`src/hdl/tahc_pkg.sv`:
```
// shared types, constants and helpers for the threshold alarm qualifier
package tahc_pkg;

    localparam int NUM_CH        = 5;
    localparam int CH_W          = 3;
    localparam int RD_W          = 16;
    localparam int V_W           = 18;
    localparam int HOLD_W        = 26;
    localparam int CFG_IDX_W     = 3;
    localparam int CFG_W         = 16;
    localparam int TIME_BITS_DEF = 48;

    localparam logic [CH_W-1:0] CH_KNOCK   = 3'd0;
    localparam logic [CH_W-1:0] CH_BOOST   = 3'd1;
    localparam logic [CH_W-1:0] CH_COOLANT = 3'd2;
    localparam logic [CH_W-1:0] CH_OIL     = 3'd3;
    localparam logic [CH_W-1:0] CH_LAMP    = 3'd4;

    localparam logic [CFG_IDX_W-1:0] CFG_ENABLE   = 3'd0;
    localparam logic [CFG_IDX_W-1:0] CFG_KNOCK    = 3'd1;
    localparam logic [CFG_IDX_W-1:0] CFG_BOOST    = 3'd2;
    localparam logic [CFG_IDX_W-1:0] CFG_COOLANT  = 3'd3;
    localparam logic [CFG_IDX_W-1:0] CFG_OIL      = 3'd4;
    localparam logic [CFG_IDX_W-1:0] CFG_COOLDOWN = 3'd5;

    localparam logic signed [RD_W-1:0] RST_KNOCK   = 16'sd64;
    localparam logic signed [RD_W-1:0] RST_BOOST   = 16'sd320;
    localparam logic signed [RD_W-1:0] RST_COOLANT = 16'sd3680;
    localparam logic signed [RD_W-1:0] RST_OIL     = 16'sd4160;
    localparam logic [HOLD_W-1:0]      RST_HOLD_US = 26'd10000000;
    localparam logic [9:0]             US_PER_MS   = 10'd1000;

    // celsius to fahrenheit: floor(x*9/5)+512 through a bias that keeps x positive
    localparam logic [19:0]          C2F_OFFSET = 20'd327680;
    localparam logic [20:0]          DIV5_MUL   = 21'd1677722;
    localparam logic signed [V_W-1:0] F_ADJ     = 18'sd65024;

    typedef struct packed {
        logic                   en;
        logic signed [RD_W-1:0] knock;
        logic signed [RD_W-1:0] boost;
        logic signed [RD_W-1:0] coolant;
        logic signed [RD_W-1:0] oil;
    } t_thr_cfg;

    typedef struct packed {
        logic [CH_W-1:0] ch;
        logic            go;
        logic            active;
        logic            clear;
    } t_eval;

    function automatic logic signed [V_W-1:0] hyst(input logic [CH_W-1:0] ch);
        logic signed [V_W-1:0] h;
        case (ch)
            CH_KNOCK:   h = 18'sd16;
            CH_BOOST:   h = 18'sd32;
            CH_COOLANT: h = 18'sd128;
            CH_OIL:     h = 18'sd128;
            default:    h = 18'sd0;
        endcase
        return h;
    endfunction

endpackage

```
`src/hdl/tahc_front.sv`:
```
// input register, unit conversion and threshold compare stages
module tahc_front
    import tahc_pkg::*;
#(
    parameter int TIME_BITS = TIME_BITS_DEF
) (
    input  logic                   i_clk,
    input  logic                   i_rst_n,
    input  t_thr_cfg               i_cfg,
    input  logic                   i_in_valid,
    output logic                   o_in_stall,
    input  logic [CH_W-1:0]        i_channel,
    input  logic signed [RD_W-1:0] i_reading,
    input  logic                   i_reading_valid,
    input  logic [TIME_BITS-1:0]   i_time_us,
    output logic                   o_ev_valid,
    input  logic                   i_ev_take,
    output t_eval                  o_ev,
    output logic [TIME_BITS-1:0]   o_ev_time
);

    logic                   r_s1_v;
    logic [CH_W-1:0]        r_s1_ch;
    logic signed [RD_W-1:0] r_s1_rd;
    logic                   r_s1_rv;
    logic [TIME_BITS-1:0]   r_s1_time;

    logic                   r_s2_v;
    logic [CH_W-1:0]        r_s2_ch;
    logic                   r_s2_go;
    logic signed [V_W-1:0]  r_s2_val;
    logic [TIME_BITS-1:0]   r_s2_time;

    logic                   r_s3_v;
    t_eval                  r_s3_ev;
    logic [TIME_BITS-1:0]   r_s3_time;

    logic mv23, mv12, s1_free, acc;

    // stage advance: a stage moves when the next one is empty or moving
    assign mv23    = r_s2_v && (!r_s3_v || i_ev_take);
    assign mv12    = r_s1_v && (!r_s2_v || mv23);
    assign s1_free = !r_s1_v || mv12;
    assign acc     = i_in_valid && s1_free;
    assign o_in_stall = !s1_free;

    // stage 1 -> 2: eligibility and fahrenheit conversion
    logic signed [19:0]    rd_ext, x9;
    logic [19:0]           xo;
    logic [40:0]           prod;
    logic [V_W-1:0]        q;
    logic signed [V_W-1:0] f_val, n_s2_val;
    logic                  is_temp, n_s2_go;

    always_comb begin
        rd_ext  = {{4{r_s1_rd[RD_W-1]}}, r_s1_rd};
        x9      = (rd_ext <<< 3) + rd_ext;
        xo      = unsigned'(x9) + C2F_OFFSET;
        prod    = {21'b0, xo} * {20'b0, DIV5_MUL};
        q       = prod[40:23];
        f_val   = signed'(q) - F_ADJ;
        is_temp = (r_s1_ch == CH_COOLANT) || (r_s1_ch == CH_OIL);
        n_s2_val = is_temp ? f_val : {{(V_W-RD_W){r_s1_rd[RD_W-1]}}, r_s1_rd};
        // zero oil reading means no sensor report
        n_s2_go = i_cfg.en && r_s1_rv && (r_s1_ch < CH_W'(NUM_CH))
                  && !((r_s1_ch == CH_OIL) && (r_s1_rd == '0));
    end

    // stage 2 -> 3: threshold and re-arm compare
    logic signed [RD_W-1:0] thr;
    logic signed [V_W-1:0]  thr_ext, rearm_lim;
    t_eval                  n_s3_ev;

    always_comb begin
        case (r_s2_ch)
            CH_KNOCK:   thr = i_cfg.knock;
            CH_BOOST:   thr = i_cfg.boost;
            CH_COOLANT: thr = i_cfg.coolant;
            CH_OIL:     thr = i_cfg.oil;
            default:    thr = '0;
        endcase
        thr_ext   = {{(V_W-RD_W){thr[RD_W-1]}}, thr};
        rearm_lim = thr_ext - hyst(r_s2_ch);
        n_s3_ev.ch = r_s2_ch;
        n_s3_ev.go = r_s2_go;
        if (r_s2_ch == CH_LAMP) begin
            n_s3_ev.active = r_s2_val[0];
            n_s3_ev.clear  = !r_s2_val[0];
        end else begin
            n_s3_ev.active = (r_s2_val >= thr_ext);
            n_s3_ev.clear  = (r_s2_val < rearm_lim);
        end
    end

    always_ff @(posedge i_clk) begin
        if (!i_rst_n) begin
            r_s1_v <= 1'b0;
            r_s2_v <= 1'b0;
            r_s3_v <= 1'b0;
        end else begin
            if (acc) begin
                r_s1_v <= 1'b1;
            end else if (mv12) begin
                r_s1_v <= 1'b0;
            end
            if (mv12) begin
                r_s2_v <= 1'b1;
            end else if (mv23) begin
                r_s2_v <= 1'b0;
            end
            if (mv23) begin
                r_s3_v <= 1'b1;
            end else if (i_ev_take) begin
                r_s3_v <= 1'b0;
            end
        end
    end

    always_ff @(posedge i_clk) begin
        if (acc) begin
            r_s1_ch   <= i_channel;
            r_s1_rd   <= i_reading;
            r_s1_rv   <= i_reading_valid;
            r_s1_time <= i_time_us;
        end
        if (mv12) begin
            r_s2_ch   <= r_s1_ch;
            r_s2_go   <= n_s2_go;
            r_s2_val  <= n_s2_val;
            r_s2_time <= r_s1_time;
        end
        if (mv23) begin
            r_s3_ev   <= n_s3_ev;
            r_s3_time <= r_s2_time;
        end
    end

    assign o_ev_valid = r_s3_v;
    assign o_ev       = r_s3_ev;
    assign o_ev_time  = r_s3_time;

`ifndef SYNTH
    a_stall_only_full: assert property (@(posedge i_clk) disable iff (!i_rst_n)
        o_in_stall |-> (r_s1_v && r_s2_v && r_s3_v))
        else $error("input stalled with an empty stage");
`endif

endmodule

```
`src/hdl/tahc_chan.sv`:
```
// per-channel arm flags, last firing times and the result register
module tahc_chan
    import tahc_pkg::*;
#(
    parameter int TIME_BITS = TIME_BITS_DEF
) (
    input  logic                 i_clk,
    input  logic                 i_rst_n,
    input  logic [HOLD_W-1:0]    i_holdoff_us,
    input  logic                 i_ev_valid,
    output logic                 o_ev_take,
    input  t_eval                i_ev,
    input  logic [TIME_BITS-1:0] i_ev_time,
    output logic                 o_out_valid,
    input  logic                 i_out_stall,
    output logic [CH_W-1:0]      o_fired_channel,
    output logic                 o_fire
);

    logic [NUM_CH-1:0]    r_armed;
    logic [TIME_BITS-1:0] r_last [NUM_CH];
    logic                 r_out_v;
    logic [CH_W-1:0]      r_out_ch;
    logic                 r_out_fire;

    logic                 take, armed_sel, n_fire;
    logic [TIME_BITS-1:0] elapsed, hold_ext;

    assign take      = i_ev_valid && (!r_out_v || !i_out_stall);
    assign o_ev_take = take;

    always_comb begin
        armed_sel = i_ev.go ? r_armed[i_ev.ch] : 1'b0;
        elapsed   = i_ev.go ? (i_ev_time - r_last[i_ev.ch]) : '0;
        hold_ext  = {{(TIME_BITS-HOLD_W){1'b0}}, i_holdoff_us};
        // a clear and an active reading never coincide, so re-arm needs no bypass
        n_fire    = i_ev.go && i_ev.active && armed_sel && (elapsed > hold_ext);
    end

    always_ff @(posedge i_clk) begin
        if (!i_rst_n) begin
            r_armed <= '1;
            for (int i = 0; i < NUM_CH; i++) begin
                r_last[i] <= '0;
            end
        end else if (take && i_ev.go) begin
            if (i_ev.clear) begin
                r_armed[i_ev.ch] <= 1'b1;
            end
            if (n_fire) begin
                r_armed[i_ev.ch] <= 1'b0;
                r_last[i_ev.ch]  <= i_ev_time;
            end
        end
    end

    always_ff @(posedge i_clk) begin
        if (!i_rst_n) begin
            r_out_v <= 1'b0;
        end else if (take) begin
            r_out_v <= 1'b1;
        end else if (!i_out_stall) begin
            r_out_v <= 1'b0;
        end
    end

    always_ff @(posedge i_clk) begin
        if (take) begin
            r_out_ch   <= i_ev.ch;
            r_out_fire <= n_fire;
        end
    end

    assign o_out_valid     = r_out_v;
    assign o_fired_channel = r_out_ch;
    assign o_fire          = r_out_fire;

`ifndef SYNTH
    a_fire_reaches_out: assert property (@(posedge i_clk) disable iff (!i_rst_n)
        (take && n_fire) |=> (r_out_v && r_out_fire))
        else $error("firing lost on the way to the result register");
    a_fire_disarms: assert property (@(posedge i_clk) disable iff (!i_rst_n)
        (take && n_fire) |=> (r_armed[$past(i_ev.ch)] == 1'b0))
        else $error("channel still armed after firing");
    a_idle_keeps_arm: assert property (@(posedge i_clk) disable iff (!i_rst_n)
        !take |=> $stable(r_armed))
        else $error("arm flags changed without a transfer");
`endif

endmodule

```
`src/hdl/threshold_alarm_hysteresis_cooldown_top.sv`:
```
// top level of the five-channel threshold alarm with hysteresis and holdoff
//
// usage: one sensor reading enters per transfer on the input channel
// (i_in_valid / o_in_stall) with its channel, reading, valid flag and
// microsecond timestamp. every transfer yields exactly one result on the
// output channel (o_out_valid / i_out_stall): the channel echoed and a fire
// flag. a new reading can be taken in every cycle unless o_in_stall is high;
// the result passes through the input register, conversion register,
// compare register, then the arm/holdoff update into the result register.
// throughput is one item per cycle while the output is not stalled, set by
// the arm flag and last-fire-time update per channel on each transfer.
// when the receiver stalls, the result register holds and the stages behind
// it keep filling; o_in_stall rises only once all four registers are full.
// reset (synchronous, active low) arms every channel, zeroes the last firing
// times, empties the pipeline and loads the default thresholds and holdoff.
// configuration writes through i_cfg_we / i_cfg_idx / i_cfg_data take effect
// at once and are meant for an idle block.
module threshold_alarm_hysteresis_cooldown_top
    import tahc_pkg::*;
#(
    parameter int TIME_BITS = TIME_BITS_DEF
) (
    input  logic                   i_clk,
    input  logic                   i_rst_n,
    input  logic                   i_cfg_we,
    input  logic [CFG_IDX_W-1:0]   i_cfg_idx,
    input  logic [CFG_W-1:0]       i_cfg_data,
    input  logic                   i_in_valid,
    output logic                   o_in_stall,
    input  logic [CH_W-1:0]        i_channel,
    input  logic signed [RD_W-1:0] i_reading,
    input  logic                   i_reading_valid,
    input  logic [TIME_BITS-1:0]   i_time_us,
    output logic                   o_out_valid,
    input  logic                   i_out_stall,
    output logic [CH_W-1:0]        o_fired_channel,
    output logic                   o_fire
);

    t_thr_cfg             r_cfg;
    logic [HOLD_W-1:0]    r_holdoff_us;
    logic [HOLD_W-1:0]    n_holdoff_us;

    logic                 ev_valid, ev_take;
    t_eval                ev;
    logic [TIME_BITS-1:0] ev_time;

    // holdoff kept in microseconds so the compare needs no multiply
    assign n_holdoff_us = {10'b0, i_cfg_data} * {16'b0, US_PER_MS};

    always_ff @(posedge i_clk) begin
        if (!i_rst_n) begin
            r_cfg.en      <= 1'b1;
            r_cfg.knock   <= RST_KNOCK;
            r_cfg.boost   <= RST_BOOST;
            r_cfg.coolant <= RST_COOLANT;
            r_cfg.oil     <= RST_OIL;
            r_holdoff_us  <= RST_HOLD_US;
        end else if (i_cfg_we) begin
            case (i_cfg_idx)
                CFG_ENABLE:   r_cfg.en      <= i_cfg_data[0];
                CFG_KNOCK:    r_cfg.knock   <= signed'(i_cfg_data);
                CFG_BOOST:    r_cfg.boost   <= signed'(i_cfg_data);
                CFG_COOLANT:  r_cfg.coolant <= signed'(i_cfg_data);
                CFG_OIL:      r_cfg.oil     <= signed'(i_cfg_data);
                CFG_COOLDOWN: r_holdoff_us  <= n_holdoff_us;
                default:      ;
            endcase
        end
    end

    tahc_front #(
        .TIME_BITS (TIME_BITS)
    ) u_front (
        .i_clk           (i_clk),
        .i_rst_n         (i_rst_n),
        .i_cfg           (r_cfg),
        .i_in_valid      (i_in_valid),
        .o_in_stall      (o_in_stall),
        .i_channel       (i_channel),
        .i_reading       (i_reading),
        .i_reading_valid (i_reading_valid),
        .i_time_us       (i_time_us),
        .o_ev_valid      (ev_valid),
        .i_ev_take       (ev_take),
        .o_ev            (ev),
        .o_ev_time       (ev_time)
    );

    tahc_chan #(
        .TIME_BITS (TIME_BITS)
    ) u_chan (
        .i_clk           (i_clk),
        .i_rst_n         (i_rst_n),
        .i_holdoff_us    (r_holdoff_us),
        .i_ev_valid      (ev_valid),
        .o_ev_take       (ev_take),
        .i_ev            (ev),
        .i_ev_time       (ev_time),
        .o_out_valid     (o_out_valid),
        .i_out_stall     (i_out_stall),
        .o_fired_channel (o_fired_channel),
        .o_fire          (o_fire)
    );

endmodule

```
`config.mk`:
```
export PLATFORM = sky130hd
export DESIGN_NAME = threshold_alarm_hysteresis_cooldown_top
export DESIGN_NICKNAME = d
export VERILOG_FILES = /design/src/hdl/tahc_pkg.sv /design/src/hdl/tahc_front.sv /design/src/hdl/tahc_chan.sv /design/src/hdl/threshold_alarm_hysteresis_cooldown_top.sv
export SDC_FILE = /design/constraint.sdc
export NUM_CORES = 2
export LEC_CHECK = 0
export ABC_AREA = 1
export BUFFER_PORTS_ARGS = -buffer_cell sky130_fd_sc_hd__buf_2
export CORE_MARGIN = 10
export CORE_UTILIZATION = 50
export DETAILED_ROUTE_END_ITERATION = 8
export PLACE_DENSITY = 0.67
export SYNTH_ARGS = -nofsm -noshare
export SYNTH_HDL_FRONTEND = slang
export SYNTH_HIERARCHICAL = 1
export SYNTH_SLANG_ARGS = --single-unit
```
`constraint.sdc`:
```
create_clock -name i_clk -period 7.7 [get_ports i_clk]
set_input_delay 1.155 -clock i_clk [delete_from_list [all_inputs] [get_ports i_clk]]
set_output_delay 1.155 -clock i_clk [all_outputs]
set_load 0.02 [all_outputs]
```
# After elaboration in Yosys (flattened, before gate mapping)
# Memories as Yosys holds them, arrays and structs flattened. A register that Yosys moved wholly into a read port is not among the register bits.
# Cells that the tools add are included.
[totals] input_bits=92 mem_count=1 reg_bits=293 ramBits=240 word_cells=126
[mem_list] memory="u_chan.r_last" words=5 width=48 read_ports=1 rd_ports_with_merged_regs=1 write_ports=5 line="tahc_chan.sv:21" rtl="logic [TIME_BITS-1:0] r_last [NUM_CH];"
[classes] reduce_logical=40 bitwise_logic=3 mul=2 n_eq_ne=12 magnitude_cmp=6 n_mux=31 add_sub_neg=5
[op_table] op="2-to-1 mux 48 bit" n=2
[op_table] op="case mux 16 bit (4 select lines)" n=1
[op_table] op="greater-than comparator 48 x 26 -> 1 bit" n=1
[op_table] op="OR reduction 48 bit" n=1
[op_table] op="subtractor 48 bit" n=1
[op_table] op="multiplier 20 x 20 -> 40 bit, second input constant" n=1
[op_table] op="case mux 8 bit (3 select lines)" n=1
[op_table] op="multiplier 16 x 7 -> 23 bit, second input constant" n=1
[op_table] op="adder 19 x 16 -> 20 bit" n=1
[op_table] op="adder 20 x 19 -> 20 bit, second input constant" n=1
[op_table] op="2-to-1 mux 5 bit" n=4
[op_table] op="== test 3 x 2 -> 1 bit, second input constant" n=6
[op_table] op="greater-or-equal comparator 18 x 16 -> 1 bit" n=1
[op_table] op="< comparator 18 bit" n=1
[op_table] op="2-to-1 mux 18 bit" n=1
[op_table] op="subtractor 18 x 17 -> 18 bit, second input constant" n=1
[op_table] op="2-to-1 mux 1 bit" n=17
[op_table] op="subtractor 16 x 9 -> 17 bit" n=1
[op_table] op="zero test 16 bit" n=1
[op_table] op="logical AND 1 bit" n=13
[op_table] op="AND reduction 2 bit" n=6
[op_table] op="== test 3 bit, second input constant" n=3
[op_table] op="zero test 1 bit" n=8
[op_table] op="== test 3 x 1 -> 1 bit, second input constant" n=2
[op_table] op="other kinds (15)" n=23

# Longest topological paths before layout
[depth] word_depth=11 mapped_depth=41 ltp_nobuf=41

# By module
# The synthesis kept the hierarchy.
[modules_own_cells] module="tahc_chan" area_per_inst_um2=20402.1 cells_per_inst=2160 seq_area_each_um2=11771.3 n_inst=1
[modules_own_cells] module="tahc_front" area_per_inst_um2=16619.7 cells_per_inst=1596 seq_area_each_um2=5825.6 n_inst=1
[modules_own_cells] module="threshold_alarm_hysteresis_cooldown_top" area_per_inst_um2=5994.5 cells_per_inst=736 seq_area_each_um2=1761.7 n_inst=1

# Least setup slack after synthesis
# OpenSTA, ideal clock, no wires.
[synth_path] path_type="register to register" start="register u_front.r_s1_rd[1]" end="register u_front.r_s2_val[17] (data pin)" setup_slack_ns=-0.083 path_stages_with_launch=41 setup_ns=0.254 n_path_buf=0 arrival_time_ns=7.530 path_cell_list="edfxtp_1 -> ha_1 -> ha_1 -> inv_1 -> fa_1 -> o21ai_2 -> nand2_1 -> o211ai_1 -> a21boi_1 -> o21ai_1 -> xor2_1 -> inv_1 -> ha_1 -> fa_1 -> ha_1 -> inv_1 -> fa_1 -> inv_1 -> [... 5 more ...] -> ha_1 -> nand2_1 -> inv_1 -> nand2_1 -> nand2_1 -> nand2_1 -> nand2_1 -> a21oi_1 -> nand2_2 -> xor2_2 -> ha_1 -> nand3_1 -> nor2_2 -> nand4_1 -> nand2_1 -> nand2_1 -> nand3_1 -> nand2_1"
[synth_between] elab_chain_len=5
[synth_lines] item="from (decl)" line="tahc_front.sv:24" rtl="logic signed [RD_W-1:0] r_s1_rd;"
[synth_lines] item="from (signal assigned)" line="tahc_front.sv:122" rtl="r_s1_rd <= i_reading;"
[synth_lines] item="adder 19 x 16 -> 20 bit" line="tahc_front.sv:57" rtl="x9 = (rd_ext <<< 3) + rd_ext;"
[synth_lines] item="adder 20 x 19 -> 20 bit" line="tahc_front.sv:58" rtl="xo = unsigned'(x9) + C2F_OFFSET;"
[synth_lines] item="multiplier 20 x 20 -> 40 bit" line="tahc_front.sv:59" rtl="prod = {21'b0, xo} * {20'b0, DIV5_MUL};"
[synth_lines] item="subtractor 18 x 17 -> 18 bit" line="tahc_front.sv:61" rtl="f_val = signed'(q) - F_ADJ;"
[synth_lines] item="2-to-1 mux 18 bit" line="tahc_front.sv:63" rtl="n_s2_val = is_temp ? f_val : {{(V_W-RD_W){r_s1_rd[RD_W-1]}}, r_s1_rd};"
[synth_lines] item="net u_front.n_s2_val[17]" line="tahc_front.sv:52" rtl="logic signed [V_W-1:0] f_val, n_s2_val;"
[synth_lines] item="to (signal assigned)" line="tahc_front.sv:129" rtl="r_s2_val <= n_s2_val;"
[synth_lines] item="to (decl)" line="tahc_front.sv:31" rtl="logic signed [V_W-1:0] r_s2_val;"
# The timed path passes the listed nets, and every way through them passes these cells.
# A chain may end at the register's enable or synchronous reset.

# Final worst setup path
[layout_path] start="register u_front.r_s1_rd[4]" end="register u_front.r_s2_val[13] (data pin)"
# Same word-level chain as after synthesis.

==> impl_metrics.yaml <==
placement:
  dpl.hpwl_mm: 84.7
  portBuffers: 97
  place.gp.congestion: 0.954
  place_area_um2: 46700
  place_ws_ns: -0.421
clock_network:
  cts_buffers: 74
  cts_tree: "yes"
  clockBufferDepth: 3
  htree_levels: 3
  clk_latency_ns: 0.63
  clock-sinks: 677
  path_clk_slew_ns: 0.06
  clock_tree.root_cell: "clkbuf_16"
worst_hold_path:
  min_path_type: "register to register"
yosys:
  synth-simple-area-share_pct: 15.7
  synth_xor_area_share_pct: 1.24
  ys_warn_count: 6
  synth_mux_area_share_pct: 0
  yosys.area.top_type: "edfxtp_1"
  synthAdderAreaFrac_pct: 20.6
  netlist_area_um2: 43000
  ys_seq_elements: 677
  synth-compound-area-share_pct: 8.87
  synth_top_family_by_area: "adder cells"
  yosysSeqAreaShare_pct: 45.0
  ys_top_cells_by_area: "edfxtp_1 40%, ha_1 11%, fa_1 9.2%"
  synth_top_area_share_pct: 40.5
  avgSynthCellArea_um2: 9.58
  synthCells: 4492
  synth.distinct_cells: 63
setup_path:
  path_common_cell: "ha_4"
  crit_path_top_delay_cell: "fa_1"
  endpoint_kind: "register"
  slowest_delay_ns: 0.54
  cp.arrival_ns: 8.09
  critPathBufInv: 10
  cpLargestDelayFamily: "adder cells"
  worst_ep_required_time_ns: 8.04
  crit_fanout: 3
  cp-start-kind: "register"
  critical_path_class: "register to register"
sta:
  hold_viol: 0
  setup_tns_ns: -0.0955
  setup_violations: 4
  fin_crit_sh_pct: 101
  fmax_mhz: 129
  rsz0062_at_grt: "true"
  skew_ns: 0.0309
  finalMaxSlewViolations: 0
  finalWorstSetupSlack_ns: -0.0503
  worstMarginPinSlew_ns: 1.01
  period_minus_slack_ns: 7.75
  timing.slew.headroom_pct: 32.4
floorplanning:
  ios: 98
  die_x_um: 313
  die_area_um2: 98200
  num_rows: 107
  core_area_um2: 85300
  die_h_um: 313
  initial_core_util_pct: 50.4
route:
  drtIter0Drc: 2462
  vias: 32276
  via_per_inst: 5.25
  firstDrtPassIters: 6
  drcViolationCount: 0
  ant_nets: 0
  drt-total-wl_mm: 116
  wire_per_inst_um: 18.9
run_status:
  status: "finished with violations"
  failed_checks: "negative setup slack"
grt:
  grt_pass1_wl_mm: 180
  grt_pass1_vias: 32757
  antenna_found_initial: 6
  grt_start_max_net_pins: 81
  grt.overflow.total: 0
  grt_usage_pct: 23.4
cells_and_area:
  synthToLayoutAreaGrowth_pct: 17.5
  design_area_um2: 50600
  layout-drive-gt1-share_pct: 14.3
  final_nets: 5633
run:
  cap_viol_max_count: 0
-- metal layers --
metal | track usage, % | vias to the layer above | share of wire, %
met5 | 0 | - | 0.012
met4 | 6.97 | 4 | 2.9
met3 | 3.51 | 184 | 6.0
met2 | 39.8 | 933 | 48
met1 | 30.8 | 15548 | 43
li1 | - | 15607 | -
-- through the flow --
step | instances | hold slack, ns | utilization [%]
2_1_floorplan | 4637 | 0.400 | -
6_report | 6153 | 0.401 | 59.3
3_3_place_gp | 5980 | 0.402 | 54.7
5_1_grt | 6153 | 0.411 | 59.3
3_5_place_dp | 5980 | 0.405 | 54.7
4_1_cts | 6137 | 0.402 | 58.4
-- cell type report --
cell class | instances | area, um2
Tap cell | 1144 | 1430
Inverter | 832 | 3130
Timing Repair Buffer | 340 | 2470
Antenna cell | 2 | 5.00
Fill cell | 7334 | 34700
Clock inverter | 40 | 513
Clock buffer | 91 | 1940
Sequential cell | 677 | 19400
Multi-Input combinational cell | 3027 | 21700
-- cells in the mapped netlist, drive strengths merged --
library cell	n
nand2	881
a221o	1
a22oi	57
and3	3
xor2	33
a211oi	2
o41ai	1
edfxtp	580
a22o	50
o22ai	1
a31oi	10
a21oi	235
clkbuf	49
a21o	3
o211ai	15
conb	2
o21a	6
and2	4
a21boi	4
inv	832
nor4	6
o21ai	151
nand3	129
or2	5
xnor2	27
buf	52
o21bai	17
nand3b	9
fa	197
a41oi	1
nor3b	1
nor2	491
a221oi	54
ha	392
dfxtp	97
nor3	28
nand4	66
-- kinds of logic (layout without fill, tap and decap cells) --
family / after synthesis / count (layout)
AOI/OAI and AO/OA: 608 / 608
other: 2 / 149
xor gates and xnor gates: 60 / 60
and+or+nand+nor: 1623 / 1623
buffers and inverters: 933 / 1303
adders and majority gates: 589 / 589
DFF: 677 / 677
-- cell usage in the layout, fill, tap and decap left out, drive strengths merged, types with 97 or more instances in the layout --
| cell type | synthesis | final |
|---|---|---|
| a21oi | 235 | 235 |
| o21ai | 151 | 151 |
| nand2 | 881 | 881 |
| ha | 392 | 392 |
| fa | 197 | 197 |
| edfxtp | 580 | 580 |
| conb | 2 | 147 |
| dfxtp | 97 | 97 |
| inv | 832 | 838 |
| nor2 | 491 | 491 |
| buf | 52 | 340 |
| nand3 | 129 | 129 |
-- path summary, 6_finish.rpt --
kind | from | end | slack (ns) | cells after the start
worst max-delay path | u_front/r_s1_rd[4] | u_front/r_s2_val[13] | -0.05 | 39
worst min register to register | u_front/r_s1_time[12] | u_front/r_s2_time[12] | 0.40 | 0
worst min-delay path | u_front/r_s1_time[12] | u_front/r_s2_time[12] | 0.40 | 0
worst max register to register | u_front/r_s1_rd[4] | u_front/r_s2_val[13] | -0.05 | 39
-- flip-flops by register name (all words and copies together), names as in the netlist, 3 cells and up --
register and cells:
u_front/r_s2_val 18, u_front/r_s1_time 48, u_chan/r_armed 5, u_chan/o_fired_channel 3, u_front/r_s2_ch 3, r_cfg 65
r_holdoff_us 23, u_chan/r_last 384, u_front/r_s1_ch 3, u_front/r_s2_time 48, u_front/r_s1_rd 16, u_front/o_ev_time 48
u_front/o_ev 6
-- repair_timing --
item / 4_1_cts / 5_1_grt
setup endpoints to repair: 13 / 18
hold buffers: 0 / 0
resized for setup: 78 / 128
pin swaps: 56 / 98
hold endpoints to repair: 0 / 0
setup buffers: 27 / 14
Power is not shown: default switching activity piles up to over one toggle a cycle in this logic, so the estimate is an artifact.
